**config.mk**
```make
export PLATFORM = sky130hd
export DESIGN_NAME = bpf_front_flat
export DESIGN_NICKNAME = d
export VERILOG_FILES = /design/src/hw/rtl/bpf_pkg.sv /design/src/hw/rtl/bpf_req_if.sv /design/src/hw/rtl/bpf_front.sv /design/src/flat_wrapper.sv
export SDC_FILE = /design/constraint.sdc
export NUM_CORES = 1
export LEC_CHECK = 0
export ABC_AREA = 1
export ABC_CLOCK_PERIOD_IN_PS = 8700
export BUFFER_PORTS_ARGS = -buffer_cell sky130_fd_sc_hd__buf_2
export CORE_AREA = 2 2 150 152
export DETAILED_ROUTE_END_ITERATION = 8
export DIE_AREA = 0 0 152 154
export PLACE_DENSITY = 0.84
export SLEW_MARGIN = 20
export SYNTH_ARGS = -nofsm -noshare
export SYNTH_HDL_FRONTEND = slang
export SYNTH_SLANG_ARGS = --single-unit
```
**constraint.sdc**
```tcl
create_clock -name clock -period 8.7 [get_ports clock]
set_input_delay 0.87 -clock clock [delete_from_list [all_inputs] [get_ports clock]]
set_output_delay 0.87 -clock clock [all_outputs]
set_load 0.02 [all_outputs]
```
**src/hw/rtl/bpf_pkg.sv**
```systemverilog
`timescale 1ns / 1ps
// ----------------------------------------------------------------------------
// Bezier path follower package
// Shared types, register codes and sizing constants.
// ----------------------------------------------------------------------------
package bpf_pkg;

   localparam int MAX_SEGMENTS_DEF = 16;
   localparam int ELAPSED_W        = 17;
   localparam int ELAPSED_MAX      = 131071;
   localparam int COEF_W           = 21;
   localparam int POINT_W          = 48;
   localparam int ROT_W            = 50;
   localparam int MUL_A_W          = 35;
   localparam int MUL_B_W          = 18;
   localparam int PROD_W           = 53;
   localparam int FRAC_BITS        = 16;

   typedef enum logic {
      KIND_LOAD = 1'b0,
      KIND_TICK = 1'b1
   } kind_type;

   typedef enum logic [2:0] {
      CSR_SEGMENT_COUNT = 3'd0,
      CSR_ROTATE_ON     = 3'd1,
      CSR_ROTATION_COS  = 3'd2,
      CSR_ROTATION_SIN  = 3'd3,
      CSR_OFFSET_X      = 3'd4,
      CSR_OFFSET_Y      = 3'd5
   } csr_addr_type;

   typedef enum logic [3:0] {
      ST_IDLE,
      ST_READ,
      ST_CHECK,
      ST_DIV,
      ST_MUL,
      ST_ACC,
      ST_FINAL,
      ST_EMIT
   } back_state_type;

   typedef enum logic [3:0] {
      OP_TT  = 4'd0,
      OP_T2T = 4'd1,
      OP_AX  = 4'd2,
      OP_BBX = 4'd3,
      OP_CX  = 4'd4,
      OP_AY  = 4'd5,
      OP_BBY = 4'd6,
      OP_CY  = 4'd7,
      OP_DXC = 4'd8,
      OP_DYS = 4'd9,
      OP_DXS = 4'd10,
      OP_DYC = 4'd11
   } op_type;

   typedef struct packed {
      logic signed [15:0] bx;
      logic signed [15:0] by;
      logic signed [15:0] k1x;
      logic signed [15:0] k1y;
      logic signed [15:0] k2x;
      logic signed [15:0] k2y;
      logic signed [15:0] ex;
      logic signed [15:0] ey;
      logic [15:0]        dur;
   } seg_type;

   typedef struct packed {
      kind_type   kind;
      logic [3:0] slot;
      seg_type    seg;
      logic [9:0] tick;
   } item_type;

   typedef struct packed {
      logic     valid;
      item_type item;
   } front_out_type;

   typedef struct packed {
      logic [4:0]         segment_count;
      logic               rotate_on;
      logic signed [15:0] rot_cos;
      logic signed [15:0] rot_sin;
      logic signed [15:0] off_x;
      logic signed [15:0] off_y;
   } cfg_type;

endpackage

```
**src/hw/rtl/bpf_req_if.sv**
```systemverilog
`timescale 1ns / 1ps
// ----------------------------------------------------------------------------
// Request channel
// Carries load and tick items into the path follower.
// ----------------------------------------------------------------------------
interface bpf_req_if;
   logic               valid;
   logic               ready;
   logic               req_type;
   logic [3:0]         segment_slot;
   logic signed [15:0] begin_x;
   logic signed [15:0] begin_y;
   logic signed [15:0] ctrl1_x;
   logic signed [15:0] ctrl1_y;
   logic signed [15:0] ctrl2_x;
   logic signed [15:0] ctrl2_y;
   logic signed [15:0] finish_x;
   logic signed [15:0] finish_y;
   logic [15:0]        duration_ms;
   logic [9:0]         tick_ms;

   modport source (
      output valid, req_type, segment_slot, begin_x, begin_y, ctrl1_x, ctrl1_y,
             ctrl2_x, ctrl2_y, finish_x, finish_y, duration_ms, tick_ms,
      input  ready
   );
   modport sink (
      input  valid, req_type, segment_slot, begin_x, begin_y, ctrl1_x, ctrl1_y,
             ctrl2_x, ctrl2_y, finish_x, finish_y, duration_ms, tick_ms,
      output ready
   );
endinterface

```
**src/hw/rtl/bpf_front.sv**
```systemverilog
`timescale 1ns / 1ps
// ----------------------------------------------------------------------------
// Path follower front end
// Accepts request items, classifies them and holds them in a two-entry queue.
// ----------------------------------------------------------------------------
module bpf_front (
   input  logic                    clock,
   input  logic                    reset,
   bpf_req_if.sink                 req_ch,
   input  logic                    pop,
   output bpf_pkg::front_out_type  front_out
);

   bpf_pkg::item_type fifo_ff [2];
   bpf_pkg::item_type item_in;
   logic              wr_ptr_ff, wr_ptr_in;
   logic              rd_ptr_ff, rd_ptr_in;
   logic [1:0]        cnt_ff, cnt_in;
   logic              push;
   logic              do_pop;

   assign req_ch.ready = (cnt_ff != 2'd2);
   assign push         = req_ch.valid & req_ch.ready;
   assign do_pop       = pop & (cnt_ff != 2'd0);

   always_comb begin
      item_in.kind     = bpf_pkg::kind_type'(req_ch.req_type);
      item_in.slot     = req_ch.segment_slot;
      item_in.seg.bx   = req_ch.begin_x;
      item_in.seg.by   = req_ch.begin_y;
      item_in.seg.k1x  = req_ch.ctrl1_x;
      item_in.seg.k1y  = req_ch.ctrl1_y;
      item_in.seg.k2x  = req_ch.ctrl2_x;
      item_in.seg.k2y  = req_ch.ctrl2_y;
      item_in.seg.ex   = req_ch.finish_x;
      item_in.seg.ey   = req_ch.finish_y;
      item_in.seg.dur  = req_ch.duration_ms;
      item_in.tick     = req_ch.tick_ms;
      wr_ptr_in        = wr_ptr_ff ^ push;
      rd_ptr_in        = rd_ptr_ff ^ do_pop;
      cnt_in           = cnt_ff + {1'b0, push} - {1'b0, do_pop};
   end

   always_ff @(posedge clock) begin
      if (reset) begin
         wr_ptr_ff <= 1'b0;
         rd_ptr_ff <= 1'b0;
         cnt_ff    <= 2'd0;
      end else begin
         wr_ptr_ff <= wr_ptr_in;
         rd_ptr_ff <= rd_ptr_in;
         cnt_ff    <= cnt_in;
      end
   end

   always_ff @(posedge clock) begin
      if (push) begin
         fifo_ff[wr_ptr_ff] <= item_in;
      end
   end

   assign front_out.valid = (cnt_ff != 2'd0);
   assign front_out.item  = fifo_ff[rd_ptr_ff];

endmodule

```
**src/flat_wrapper.sv**
```systemverilog
// flat-port wrapper written by rule: the top's interface ports become plain ports
module bpf_front_flat 
  (clock, reset, pop, front_out, req_ch_valid, req_ch_req_type, req_ch_segment_slot, req_ch_begin_x, req_ch_begin_y, req_ch_ctrl1_x, req_ch_ctrl1_y, req_ch_ctrl2_x, req_ch_ctrl2_y, req_ch_finish_x, req_ch_finish_y, req_ch_duration_ms, req_ch_tick_ms, req_ch_ready);
  bpf_req_if req_ch_i ();
  input  logic clock;
  input  logic reset;
  input  logic pop;
  output bpf_pkg::front_out_type front_out;
  input wire logic [$bits(req_ch_i.valid)-1:0] req_ch_valid;
  input wire logic [$bits(req_ch_i.req_type)-1:0] req_ch_req_type;
  input wire logic [$bits(req_ch_i.segment_slot)-1:0] req_ch_segment_slot;
  input wire logic [$bits(req_ch_i.begin_x)-1:0] req_ch_begin_x;
  input wire logic [$bits(req_ch_i.begin_y)-1:0] req_ch_begin_y;
  input wire logic [$bits(req_ch_i.ctrl1_x)-1:0] req_ch_ctrl1_x;
  input wire logic [$bits(req_ch_i.ctrl1_y)-1:0] req_ch_ctrl1_y;
  input wire logic [$bits(req_ch_i.ctrl2_x)-1:0] req_ch_ctrl2_x;
  input wire logic [$bits(req_ch_i.ctrl2_y)-1:0] req_ch_ctrl2_y;
  input wire logic [$bits(req_ch_i.finish_x)-1:0] req_ch_finish_x;
  input wire logic [$bits(req_ch_i.finish_y)-1:0] req_ch_finish_y;
  input wire logic [$bits(req_ch_i.duration_ms)-1:0] req_ch_duration_ms;
  input wire logic [$bits(req_ch_i.tick_ms)-1:0] req_ch_tick_ms;
  output wire logic [$bits(req_ch_i.ready)-1:0] req_ch_ready;
  assign req_ch_i.valid = req_ch_valid;
  assign req_ch_i.req_type = req_ch_req_type;
  assign req_ch_i.segment_slot = req_ch_segment_slot;
  assign req_ch_i.begin_x = req_ch_begin_x;
  assign req_ch_i.begin_y = req_ch_begin_y;
  assign req_ch_i.ctrl1_x = req_ch_ctrl1_x;
  assign req_ch_i.ctrl1_y = req_ch_ctrl1_y;
  assign req_ch_i.ctrl2_x = req_ch_ctrl2_x;
  assign req_ch_i.ctrl2_y = req_ch_ctrl2_y;
  assign req_ch_i.finish_x = req_ch_finish_x;
  assign req_ch_i.finish_y = req_ch_finish_y;
  assign req_ch_i.duration_ms = req_ch_duration_ms;
  assign req_ch_i.tick_ms = req_ch_tick_ms;
  assign req_ch_ready = req_ch_i.ready;
  bpf_front u_core (.clock(clock), .reset(reset), .req_ch(req_ch_i), .pop(pop), .front_out(front_out));
endmodule
```
==> Yosys cells after proc, flatten, opt, wreduce, memory -nomap -nowiden <==
Memories as Yosys holds them, arrays and structs flattened. A register that Yosys moved wholly into a read port is not among the register bits.
Index checks and enable logic that the tools add are counted.
{ "word_totals": {"mem_bits_rw": 318, "in_bits": 163, "memories": 1, "ff_bits": 4, "word_cells": 15, "output_inout_bits": 161} }
{ "classes": {"n_eq_ne": 1, "reduce_logical": 1, "addsub": 2, "mux": 3, "bitwise_logic": 4} }
{ "memory_table": {"columns": ["name", "words", "word_bits", "rd", "rd_clocked_by_memory_dff", "write_ports", "line", "text"], "rows": [
  ["u_core.fifo_ff", 2, 159, 1, 1, 1, "bpf_front.sv:14", "bpf_pkg::item_type fifo_ff [2];"]
]} }
{ "op_table": {"columns": ["op", "n"], "rows": [
  ["1-bit two-way mux", 3],
  ["2-bit by 1-bit adder with 2-bit output", 1],
  ["1-bit bitwise AND", 2],
  ["2-bit != test, second input constant", 1],
  ["2-bit nonzero test", 1],
  ["2-bit by 1-bit subtractor with 2-bit output", 1],
  ["1-bit bitwise XOR", 2]
]} }

==> Logic depth before layout (Yosys ltp) <==
Gate-level depths: netlist of run 1.
{ "depth": {"word_depth": 4, "ltp_mapped": 10, "ltp_nobuf": 10} }

==> Least setup slack after synthesis of run 1 <==
Ideal clock, no wire load.
{ "synth_path": {"path_type": "input port to flip-flop", "from": "input port req_ch_valid", "to": "memory u_core.fifo_ff[1][0] (netlist name), enable pin", "setup_ps": 539, "cell_stages": 2, "required_ps": 8161, "t_arrival_ps": 4933, "path_slack_ps": 3228, "cell_sequence": "a21boi_0 -> ha_1"} }
{ "synth_via": {"elab_chain_cells": 3} }
{ "synth_lines": {"columns": ["item", "line", "text"], "rows": [
  ["start: declaration", "flat_wrapper.sv:9", "input wire logic [$bits(req_ch_i.valid)-1:0] req_ch_valid;"],
  ["1-bit bitwise AND", "bpf_front.sv:23", "assign push = req_ch.valid & req_ch.ready;"],
  ["1-bit two-way mux", "bpf_front.sv:57", "if (push) begin"],
  ["1-bit two-way mux (implied by the code)", "bpf_front.sv:58", "fifo_ff[wr_ptr_ff] <= item_in;"],
  ["end: declaration", "bpf_front.sv:14", null]
]} }
Every way passes these cells.

==> results of run 1 <==
[report_power, final]
group / switching, mW / total [mW] / internal [mW]
Sequential: 0.0864 / 2.09 / 2.00
Clock: 0.525 / 1.21 / 0.684
Combinational: 0.723 / 1.23 / 0.502
[registers in the layout, indices dropped and copies added, names as in the netlist]
| signal | count |
|---|---|
| u_core.fifo_ff | 318 |
| u_core.wr_ptr_ff | 1 |
| u_core.rd_ptr_ff | 1 |
| u_core.cnt_ff | 2 |
[worst register-to-register path: stages (launching register included)]
cell and delay, ps:
dfxtp_1 350, inv_1 90, a21boi_0 570, ha_4 520
buf_4 850
[layout by cell type (no fill, tap or decap), drive strengths merged]
cell | synthesis | final
diode | 0 | 1
edfxtp | 318 | 318
buf | 18 | 329
nand3 | 2 | 2
ha | 4 | 4
mux2 | 159 | 159
clkbuf | 0 | 41
a21boi | 1 | 1
bufinv | 0 | 1
a21oi | 1 | 1
nand2 | 6 | 6
clkinv | 0 | 12
inv | 9 | 11
clkinvlp | 0 | 1
nor2 | 7 | 7
dfxtp | 4 | 4
[layout make-up]
cell class | count | area (sq um)
Fill cell | 1395 | 6822
Antenna cell | 1 | 2.502
Inverter | 9 | 33.78
Tap cell | 280 | 350.3
Timing Repair Buffer | 329 | 1662
Clock inverter | 16 | 105.1
Multi-Input combinational cell | 180 | 2267
Clock buffer | 41 | 813.3
Sequential cell | 322 | 9633
[layer usage]
| layer | share of wire, % | global-route usage [%] |
|---|---|---|
| met2 | 52 | 33.16 |
| met3 | 9.2 | 6.088 |
| met4 | 2.5 | 5.830 |
| met1 | 37 | 22.25 |
| met5 | 0.21 | 0 |
[worst max-delay path by stage]
stage,from,cells after the start,to,slack (ps)
6_report,u_core.rd_ptr_ff,3,front_out[25],4950
5_1_grt,u_core.rd_ptr_ff,3,front_out[25],4800
4_1_cts,u_core.rd_ptr_ff,3,front_out[25],4900
3_5_place_dp,req_ch_valid,4,u_core.fifo_ff[1][80],5330
3_3_place_gp,req_ch_valid,4,u_core.fifo_ff[1][153],5370
2_1_floorplan,req_ch_valid,2,u_core.fifo_ff[1][0],3230
[kinds of logic after synthesis]
| family | share of synthesized area, % |
|---|---|
| AOI/OAI and AO/OA | 0.1037 |
| adders and majority gates | 0.4149 |
| buffers and inverters | 1.597 |
| DFF | 79.82 |
| muxes | 17.58 |
| and+or+nand+nor | 0.4875 |
==> impl_metrics.yaml, run 1 <==
sta:
  post-route-period-util_pct: 43.09
  tightest_slew_ps: 1038
  fin_ws_ps: 4951
  finClkSkew_ps: 9.677
  fmax_mhz: 266.8
  maxSlewViolCount: 0
  rsz0062_at_grt: "no"
  setup_viol: 0
  max-slew-margin-rel_pct: 30.83
  setup_tns_ps: 0
  final_hold_viol_count: 0
  whs_ps: 507.7
  fin_crit_ps: 3749
hold_path:
  hold_start: "reset"
  hold_depth: 2
  hp-class: "input pin to flip-flop"
  whs_endpoint: "u_core.wr_ptr_ff"
setup_path:
  r2r-start: "u_core.cnt_ff[0]"
  reg2reg_depth: 4
  end_kind: "output pin"
  cp_slowest_cell: "buf_4"
  cp.required_ps: 7830
  cp.arrival_ps: 2880
  crit_family: "buffers and inverters"
  cp_max_fo: 64
  cp_num_buf_inv: 2
  critPathKind: "flip-flop to output pin"
  r2r_end: "u_core.fifo_ff[1][82]"
  path_cells: "buf_4 -> mux2_2 -> buf_2"
  r2r_setup_slack_ps: 5840
  slowest_delay_ps: 870
  crit_path_start_kind: "flip-flop"
pwr:
  max-vdd-ir-drop_v: 0.0002304
  powerDensity_nw_per_um2: 304.2
  p_total_mw: 4.523
  p_leak_nw: 5.742
drt:
  vias: 6116
  first_pass_iters: 6
  route.detailed.drc: 0
  wl_per_cell_um: 19.73
  vias_per_cell: 5.192
  wl_um: 23240
  drt_iter0_drc: 353
  drtAntennaViolNets: 0
yosys:
  syn-cell-area_sq_um: 12060
  syn_nets: 696
  yosys.cell_types.count: 13
  synth_common_cells: "edfxtp_1, mux2_4, mux2_2"
  synth.most_common_cell: "edfxtp_1"
  ys_top_cells_by_area: "edfxtp_1, mux2_4, mux2_2"
  synth_area_leader_cell: "edfxtp_1"
  ys_ff_latch: 322
  yosys.area.top_type_share_pct: 79.15
  synth_flop_cell: "edfxtp_1"
  ys_async_sr_fraction_pct: 0
  synth.avg_cell_area_sq_um: 22.81
  yosysWarningCount: 0
  netlist_instances: 529
  synth_edf_count: 318
  ys_seq_area_share_pct: 79.82
cts:
  cts_sinks: 322
  cts_setup_buffers: 0
  cts_tree: "done"
  cts_root_buf: "clkbuf_16"
  cts_buffer_depth: 3
  clk_latency_ps: 540
  cts-resized-gates: 0
  holdBufCountCts: 0
  cts-buffers-inserted: 31
  clk_pin_slew_worst_paths_ps: 60
  htree_levels: 1
floorplan:
  placementRows: 54
  start_util_pct: 55.62
  dieArea_sq_um: 23410
  fp.dieW_um: 152
  die_y_um: 154
  core-area_sq_um: 21690
  ioPinCount: 324
global_routing:
  grt_overflow: 0
  antenna_found_initial: 5
  grt_usage_pct: 18.87
  grt_max_degree: 78
  grt_pass1_vias: 6361
  grt_pass1_wl_um: 34490
layout:
  finalInstanceArea_sq_um: 14870
  nets: 1040
  stdcell_count: 1178
  drive_gt1_share_pct: 59.09
  area_delta_synth_final_pct: 23.23
  utilization_pct: 68.55
placed_design:
  dp.cells: 1120
  place.gp.congestion: 0.7537
  dp_slack_ps: 5332
  dpl-instance-area_sq_um: 13950
  dp_hpwl_um: 15730
  io_buffers: 323
run_status:
  status: "finished, final reports clean"
run:
  drv_cap: 0
No activity file was read; power rests on OpenSTA's default activity.
==> run 2: changes to the inputs <==
ABC_CLOCK_PERIOD_IN_PS = 3100   (was 8700)
CORE_AREA = 2 2 164 166   (was 2 2 150 152)
DIE_AREA = 0 0 166 168   (was 0 0 152 154)
PLACE_DENSITY = 0.74   (was 0.84)
clock period = 3.1 ns   (was 8.7 ns; I/O delays follow)
==> run 2 against run 1 <==
  * Cell count increased by 20%
  * Core utilization decreased by 4.6 points
  * Non-clock buffer count increased by 178
  * Sequential power increased to 2.8 times the previous value
  * Sequential share of layout area decreased by 7.6 points
  * Count of clock-buffer cells in the layout decreased by 3
  * Via count increased by 11%
  * Sequential cell count unchanged
  * Design area increased by 13%
  * Combinational power increased to 3.1 times the previous value
  * Largest cell class unchanged
==> impl_metrics.yaml, run 2 (synthesis gave the netlist of run 1 again) <==
cts:
  cts_sinks: 322
  cts_root_buf: "clkbuf_16"
  clk_pin_slew_worst_paths_ps: 60
  clk_latency_ps: 530
  cts_setup_buffers: 0
  htree_levels: 1
  cts_tree: "done"
  cts_buffer_depth: 3
  cts-buffers-inserted: 31
global_routing:
  grt_overflow: 0
  grt_pass1_vias: 7269
  grt_max_degree: 62
  grt_usage_pct: 17.69
  grt_pass1_wl_um: 39120
  antenna_found_initial: 1
drt:
  first_pass_iters: 7
  vias: 6789
  vias_per_cell: 4.798
  route.detailed.drc: 0
  wl_per_cell_um: 18.06
  wl_um: 25560
  drtAntennaViolNets: 0
  drt_iter0_drc: 461
layout:
  area_delta_synth_final_pct: 39.60
  nFillCells: 1759
  final_common_cell: "buf_2"
  area.sequential_sq_um: 9633
  drive_gt1_share_pct: 51.35
  reg.largest.list: "u_core.fifo_ff (318), u_core.cnt_ff (2)"
  regMostFlops: "u_core.fifo_ff"
  multiInputGateArea_sq_um: 2267
  nets: 1218
  final_cell_mix: "buf_2, edfxtp_1, dlygate4sd3_1, mux2_4, mux2_2"
  largest_reg_flops: 318
run_status:
  status: "finished, final reports clean"
floorplan:
  dieArea_sq_um: 27890
  start_util_pct: 45.78
  placementRows: 60
  ioPinCount: 324
  die_y_um: 168
  core-area_sq_um: 26350
  fp.dieW_um: 166
setup_path:
  cp_max_fo: 30
  end_kind: "output pin"
  cp.required_ps: 2790
  cp.arrival_ps: 2230
  crit_path_start_kind: "flip-flop"
  critPathKind: "flip-flop to output pin"
sta:
  setup_viol: 0
  post-route-period-util_pct: 81.87
  max-slew-margin-rel_pct: 47.37
  setup_tns_ps: 0
  tightest_slew_ps: 782.4
  fmax_mhz: 394.0
  rsz0062_at_grt: "no"
  finClkSkew_ps: 7.646
  maxSlewViolCount: 0
  fin_crit_ps: 2538
  final_hold_viol_count: 0
pwr:
  p_leak_nw: 6.570
  max-vdd-ir-drop_v: 0.0006773
  powerDensity_nw_per_um2: 788.5
  p_total_mw: 13.28
hold_path:
  hp-class: "input pin to flip-flop"
run:
  drv_cap: 0
placed_design:
  place.gp.congestion: 0.7726
  dp_hpwl_um: 15770
  io_buffers: 323
-- run 2: final cells by class --
type                    instances  area share (%)
multi-input cells             180           13.46
clock buffers                  38           4.762
well taps                     341           2.533
clock inverters                17           1.055
diodes                          1         0.01486
repair buffers                507           20.77
flip-flops and latches        322           57.20
inverters                       9          0.2006
-- run 2: worst max-delay path, stage by stage, from the launching register on --
cell and delay [ps]:
dfxtp_4 710, buf_4 410, mux2_2 380, buf_2 170
-- run 2: repair_timing --
item,in CTS,in global routing
endpoints found under the hold margin,320,0
resized for setup,0,0
hold buffers,160,0
-- run 2: final timing paths --
path | start | to | slack, ps | cells after the start
max | u_core.rd_ptr_ff | front_out[55] | 560 | 3
min | pop | u_core.rd_ptr_ff | 110 | 4
max reg2reg | u_core.cnt_ff[0] | u_core.fifo_ff[0][96] | 810 | 4
min reg2reg | u_core.cnt_ff[1] | u_core.cnt_ff[1] | 660 | 3
-- run 2: power breakdown --
group          switching, mW  internal [mW]
clock network           1.49           2.15
registers              0.215           5.60
logic                   2.15           1.67
-- run 2: per-stage QoR --
step	area (sq um)	utilization, %	worst slack (ps)	hold slack [ps]	instances
floorplan	12070	-	-157.1	376.7	529
global placement	14260	54.11	946.9	497.8	1199
detailed placement	14260	54.11	878.8	500.7	1199
CTS	16840	63.90	521.3	54.64	1414
global route	16840	63.91	467.5	73.74	1415
finish	16840	63.91	562.1	113.5	1415
-- run 2: per-layer routing --
layer  global-route usage (%)  wire length (um)  up-vias
li1                         -                 -     3132
met1                    20.65              9767     3334
met2                    32.24             13380      279
met3                    4.419              1829       44
met4                    5.482               580        0
met5                        0                 0        -
